**config.mk**
```make
export PLATFORM = sky130hd
export DESIGN_NAME = hvt_ctrl
export DESIGN_NICKNAME = d
export VERILOG_FILES = /design/src/rtl/hvt_pkg.sv /design/src/rtl/hvt_ctrl.sv
export SDC_FILE = /design/constraint.sdc
export NUM_CORES = 1
export LEC_CHECK = 0
export ABC_CLOCK_PERIOD_IN_PS = 2400
export BUFFER_PORTS_ARGS = -buffer_cell sky130_fd_sc_hd__buf_2
export CORE_AREA = 2 2 39 41
export DETAILED_ROUTE_END_ITERATION = 10
export DIE_AREA = 0 0 41 43
export GPL_TIMING_DRIVEN = 0
export PLACE_DENSITY = 0.67
export SKIP_LAST_GASP = 1
export SYNTH_ARGS = -nofsm -noshare
export SYNTH_HDL_FRONTEND = slang
export SYNTH_SLANG_ARGS = --single-unit
```
**constraint.sdc**
```tcl
create_clock -name clk -period 2.4 [get_ports clk]
set_input_delay 0.24 -clock clk [delete_from_list [all_inputs] [get_ports clk]]
set_output_delay 0.24 -clock clk [all_outputs]
set_load 0.02 [all_outputs]
```
**src/rtl/hvt_pkg.sv**
```systemverilog
// Shared types and constants for the hashed variable table.
// Holds the hash constants, status codes, controller states and the
// command and status structs between controller and datapath.
`default_nettype none

package hvt_pkg;

	localparam logic [31:0] FNV_BASIS = 32'h811C_9DC5;
	localparam logic [31:0] FNV_PRIME = 32'h0100_0193;
	localparam logic        CMD_WRITE = 1'b1;

	typedef enum logic [1:0] {
		STAT_OK        = 2'd0,
		STAT_NOT_FOUND = 2'd1,
		STAT_FULL      = 2'd2
	} status_t;

	typedef enum logic [2:0] {
		RK_READ_HIT,
		RK_WRITE_HIT,
		RK_INSERT,
		RK_NOT_FOUND,
		RK_FULL
	} res_kind_t;

	typedef enum logic [2:0] {
		ST_CLEAR,
		ST_IDLE,
		ST_HASH,
		ST_MOD,
		ST_PRD,
		ST_PCHK,
		ST_NCHK,
		ST_DONE
	} state_t;

	typedef struct packed {
		logic      clr_step;
		logic      load;
		logic      hash_step;
		logic      mod_step;
		logic      idx_rd;
		logic      name_rd;
		logic      probe_next;
		logic      data_rd;
		logic      upd_hit;
		logic      ins;
		logic      res_set;
		res_kind_t res_kind;
		logic      out_load;
	} ctrl_cmd_t;

	typedef struct packed {
		logic clr_done;
		logic hash_done;
		logic mod_done;
		logic idx_valid;
		logic name_match;
		logic probe_last;
		logic is_write;
		logic table_full;
		logic out_free;
	} dp_stat_t;

endpackage

`default_nettype wire

```
**src/rtl/hvt_ctrl.sv**
```systemverilog
// Controller state machine of the hashed variable table.
// Depends on hvt_pkg; drives the datapath through ctrl_cmd_t.
`default_nettype none

module hvt_ctrl
	import hvt_pkg::*;
(
	input  wire logic      clk,
	input  wire logic      arst_n,
	input  wire logic      req_valid,
	output logic           req_ready,
	input  wire dp_stat_t  stat,
	output ctrl_cmd_t      cmd
);

	state_t state_q;
	state_t state_d;

	always_ff @(posedge clk or negedge arst_n) begin
		if (!arst_n) begin
			state_q <= ST_CLEAR;
		end else begin
			state_q <= state_d;
		end
	end

	always_comb begin
		state_d = state_q;
		unique case (state_q)
			ST_CLEAR: begin
				if (stat.clr_done) state_d = ST_IDLE;
			end
			ST_IDLE: begin
				if (req_valid) state_d = ST_HASH;
			end
			ST_HASH: begin
				if (stat.hash_done) state_d = ST_MOD;
			end
			ST_MOD: begin
				if (stat.mod_done) state_d = ST_PRD;
			end
			ST_PRD: begin
				state_d = ST_PCHK;
			end
			ST_PCHK: begin
				state_d = stat.idx_valid ? ST_NCHK : ST_DONE;
			end
			ST_NCHK: begin
				if (stat.name_match || stat.probe_last) begin
					state_d = ST_DONE;
				end else begin
					state_d = ST_PRD;
				end
			end
			ST_DONE: begin
				if (stat.out_free) state_d = ST_IDLE;
			end
			default: state_d = ST_CLEAR;
		endcase
	end

	always_comb begin
		cmd = '0;
		cmd.res_kind = RK_NOT_FOUND;
		req_ready = 1'b0;
		unique case (state_q)
			ST_CLEAR: cmd.clr_step = 1'b1;
			ST_IDLE: begin
				req_ready = 1'b1;
				cmd.load = req_valid;
			end
			ST_HASH: cmd.hash_step = !stat.hash_done;
			ST_MOD: cmd.mod_step = 1'b1;
			ST_PRD: cmd.idx_rd = 1'b1;
			ST_PCHK: begin
				if (stat.idx_valid) begin
					cmd.name_rd = 1'b1;
				end else begin
					// An empty entry ends the probe; a write takes the next free slot here.
					cmd.res_set = 1'b1;
					if (!stat.is_write) begin
						cmd.res_kind = RK_NOT_FOUND;
					end else if (stat.table_full) begin
						cmd.res_kind = RK_FULL;
					end else begin
						cmd.res_kind = RK_INSERT;
						cmd.ins = 1'b1;
					end
				end
			end
			ST_NCHK: begin
				if (stat.name_match) begin
					cmd.res_set = 1'b1;
					if (stat.is_write) begin
						cmd.res_kind = RK_WRITE_HIT;
						cmd.upd_hit = 1'b1;
					end else begin
						cmd.res_kind = RK_READ_HIT;
						cmd.data_rd = 1'b1;
					end
				end else if (stat.probe_last) begin
					cmd.res_set = 1'b1;
					cmd.res_kind = stat.is_write ? RK_FULL : RK_NOT_FOUND;
				end else begin
					cmd.probe_next = 1'b1;
				end
			end
			ST_DONE: cmd.out_load = stat.out_free;
			default: cmd = '0;
		endcase
	end

endmodule

`default_nettype wire

```
==> impl_metrics.yaml <==
run_status:
  status: "finished, final reports clean"
critical_path:
  cp_max_fo: 10
  worst_ep_required_time_ps: 2160
  r2r_start: "state_q[0]"
  crit_type: "flip-flop to primary output"
  crit_arrival_ps: 1410
  setup.worst_path.start_class: "flip-flop"
  startpoint: "state_q[1]"
  end_kind: "primary output"
cts:
  numCtsBuffers: 3
  hold_buffers: 1
  path_clk_slew_ps: 40
  cts_tree: "yes"
  cts-root-buf: "clkbuf_4"
  cts_buffer_depth: 2
  post_cts_buffers: 0
  cts_resized: 0
  h-tree-depth: 1
  cts.sinks: 3
  insertion_delay_ps: 230
sta:
  setup_violations: 0
  slew_viol_final: 0
  period_needed_ps: 1650
  tns_ps: 0
  fmax_ghz: 0.605
  finClkSkew_ps: 4.31
  worst_pin_slew_ps: 237
  hold_viol_final: 0
  fin_crit_sh_pct: 68.9
  fin_ws_ps: 747
  max_slew_margin_pct: 84.2
  rsz0062_at_grt: "no"
placement:
  dp_hpwl_um: 815
  finalWeightedCongestion: 0.858
  postPlaceCellArea_sq_um: 538
  dp_slack_ps: 986
  io_buffers: 27
grt:
  antenna_found_initial: 0
  grt_overflow: 0
  grt_pass1_wl_mm: 1.60
  grt_max_degree: 11
  grt_usage_pct: 13.4
  grt_pass1_vias: 386
detailed_routing:
  drtIter0Drc: 8
  final_antenna_net_count: 0
  wl_per_cell_um: 11.2
  drt-total-wl_mm: 1.14
  viasPerCell: 4.96
  post-route-drc-count: 0
  drtPass1Iterations: 4
  vias: 501
yosys:
  ys_async_sr_fraction_pct: 100
  yosys_warnings: 0
  synthCells: 53
  synth_flop_cell: "dfrtp_1"
  synth.avg_cell_area_sq_um: 7.22
  synth-seq-cells: 3
  synth_edf_count: 0
  synth_nets: 65
  syn-cell-area_sq_um: 383
  yosysUniqueCellTypes: 30
  seq_area_frac_synth_pct: 19.6
floorplanning:
  die_y_um: 43
  row_count: 14
  dieWidth_um: 41
  initial_utilization_pct: 27.7
  die-area_sq_um: 1760
  io_pins: 28
  core_area_sq_um: 1380
layout:
  final_nets: 98
  num-fill-cells: 146
  reg_top3: "state_q: 3 flops"
  final_core_util_pct: 41.5
  stdcell_area_sq_um: 574
  final_layout_size_suffix_gt1_share_pct: 44.7
  layout_common_cells: "buf_2 (30), nand2_1 (5), nor2_1 (5)"
  ff_latch_area_sq_um: 75.1
  multiInputGateArea_sq_um: 270
  area_growth_pct: 50.0
  layout_commonest_cell: "buf_2"
  regMostFlops: "state_q"
  largest_reg_flops: 3
  diodes: 0
flow_run:
  drv_cap: 0
power:
  ir_drop_uv: 478
  report.power.total_mw: 0.666
  powerDensity_nw_per_um2: 1160
  leakage_nw: 0.317
hold_path:
  min_path_type: "input pin to asynchronous set/reset pin"
==> cells in the mapped netlist, types with 2 or more instances <==
library cell	count	area, sq um
o31ai_1	2	15.0
a31oi_1	2	12.5
inv_1	2	7.51
and2_1	2	12.5
a21oi_1	2	10.0
nand2_1	5	18.8
nor3_1	3	15.0
dfrtp_1	3	75.1
nor3b_1	2	15.0
o21ai_0	2	10.0
and3_1	3	18.8
buf_2	3	15.0
nor2_1	5	18.8
==> cells by family after synthesis <==
logic type | synth area share, %
and+or+nand+nor | 42.2
AOI/OAI and AO/OA | 25.8
buffers and inverters | 9.80
DFF | 19.6
muxes | 2.61
==> where the power goes <==
group	total, mW	switching, mW	internal (mW)
Clock	0.0886	0.0263	0.0623
Sequential	0.111	0.0339	0.0771
Combinational	0.467	0.283	0.183
==> worst max-delay path, cell delays in order (launching register included) <==
cell and delay [ps]:
dfrtp_1 330, buf_6 130, buf_2 200, nand2_1 70, o31ai_1 180, a31oi_1 100, buf_2 160
==> metrics by stage <==
step,hold slack (ps),cells
final,316,101
after global routing,353,101
after floorplan,-55.6,53
after global placement,33.7,96
after detailed placement,35.5,96
after CTS,317,101
==> routing by layer <==
| metal | wire, um | GRT usage, % | up-vias |
|---|---|---|---|
| met3 | 90 | 3.14 | 4 |
| met4 | 28 | 9.33 | 0 |
| met2 | 494 | 18.1 | 22 |
| met1 | 522 | 17.7 | 216 |
| li1 | - | - | 259 |
| met5 | 0 | 0 | - |
==> path summary, 6_finish.rpt <==
kind | endpoint | slack, ps | cells past startpoint
worst min register to register | state_q[0] | 710 | 2
worst max-delay path | cmd[1] | 750 | 6
max in group asynchronous | state_q[2] | 1970 | 2
min in group clk | state_q[2] | 320 | 3
worst max register to register | state_q[0] | 1180 | 4
worst min-delay path | state_q[0] | 320 | 2
==> final cells by class <==
cell class	count	area share, %
plain buffers	4	4.58
clock buffers	4	4.58
inverters	3	1.96
multi-input cells	43	47.1
flip-flops and latches	3	13.1
well taps	16	3.49
repair buffers	28	25.3
Power figures use the tool's default switching activity.
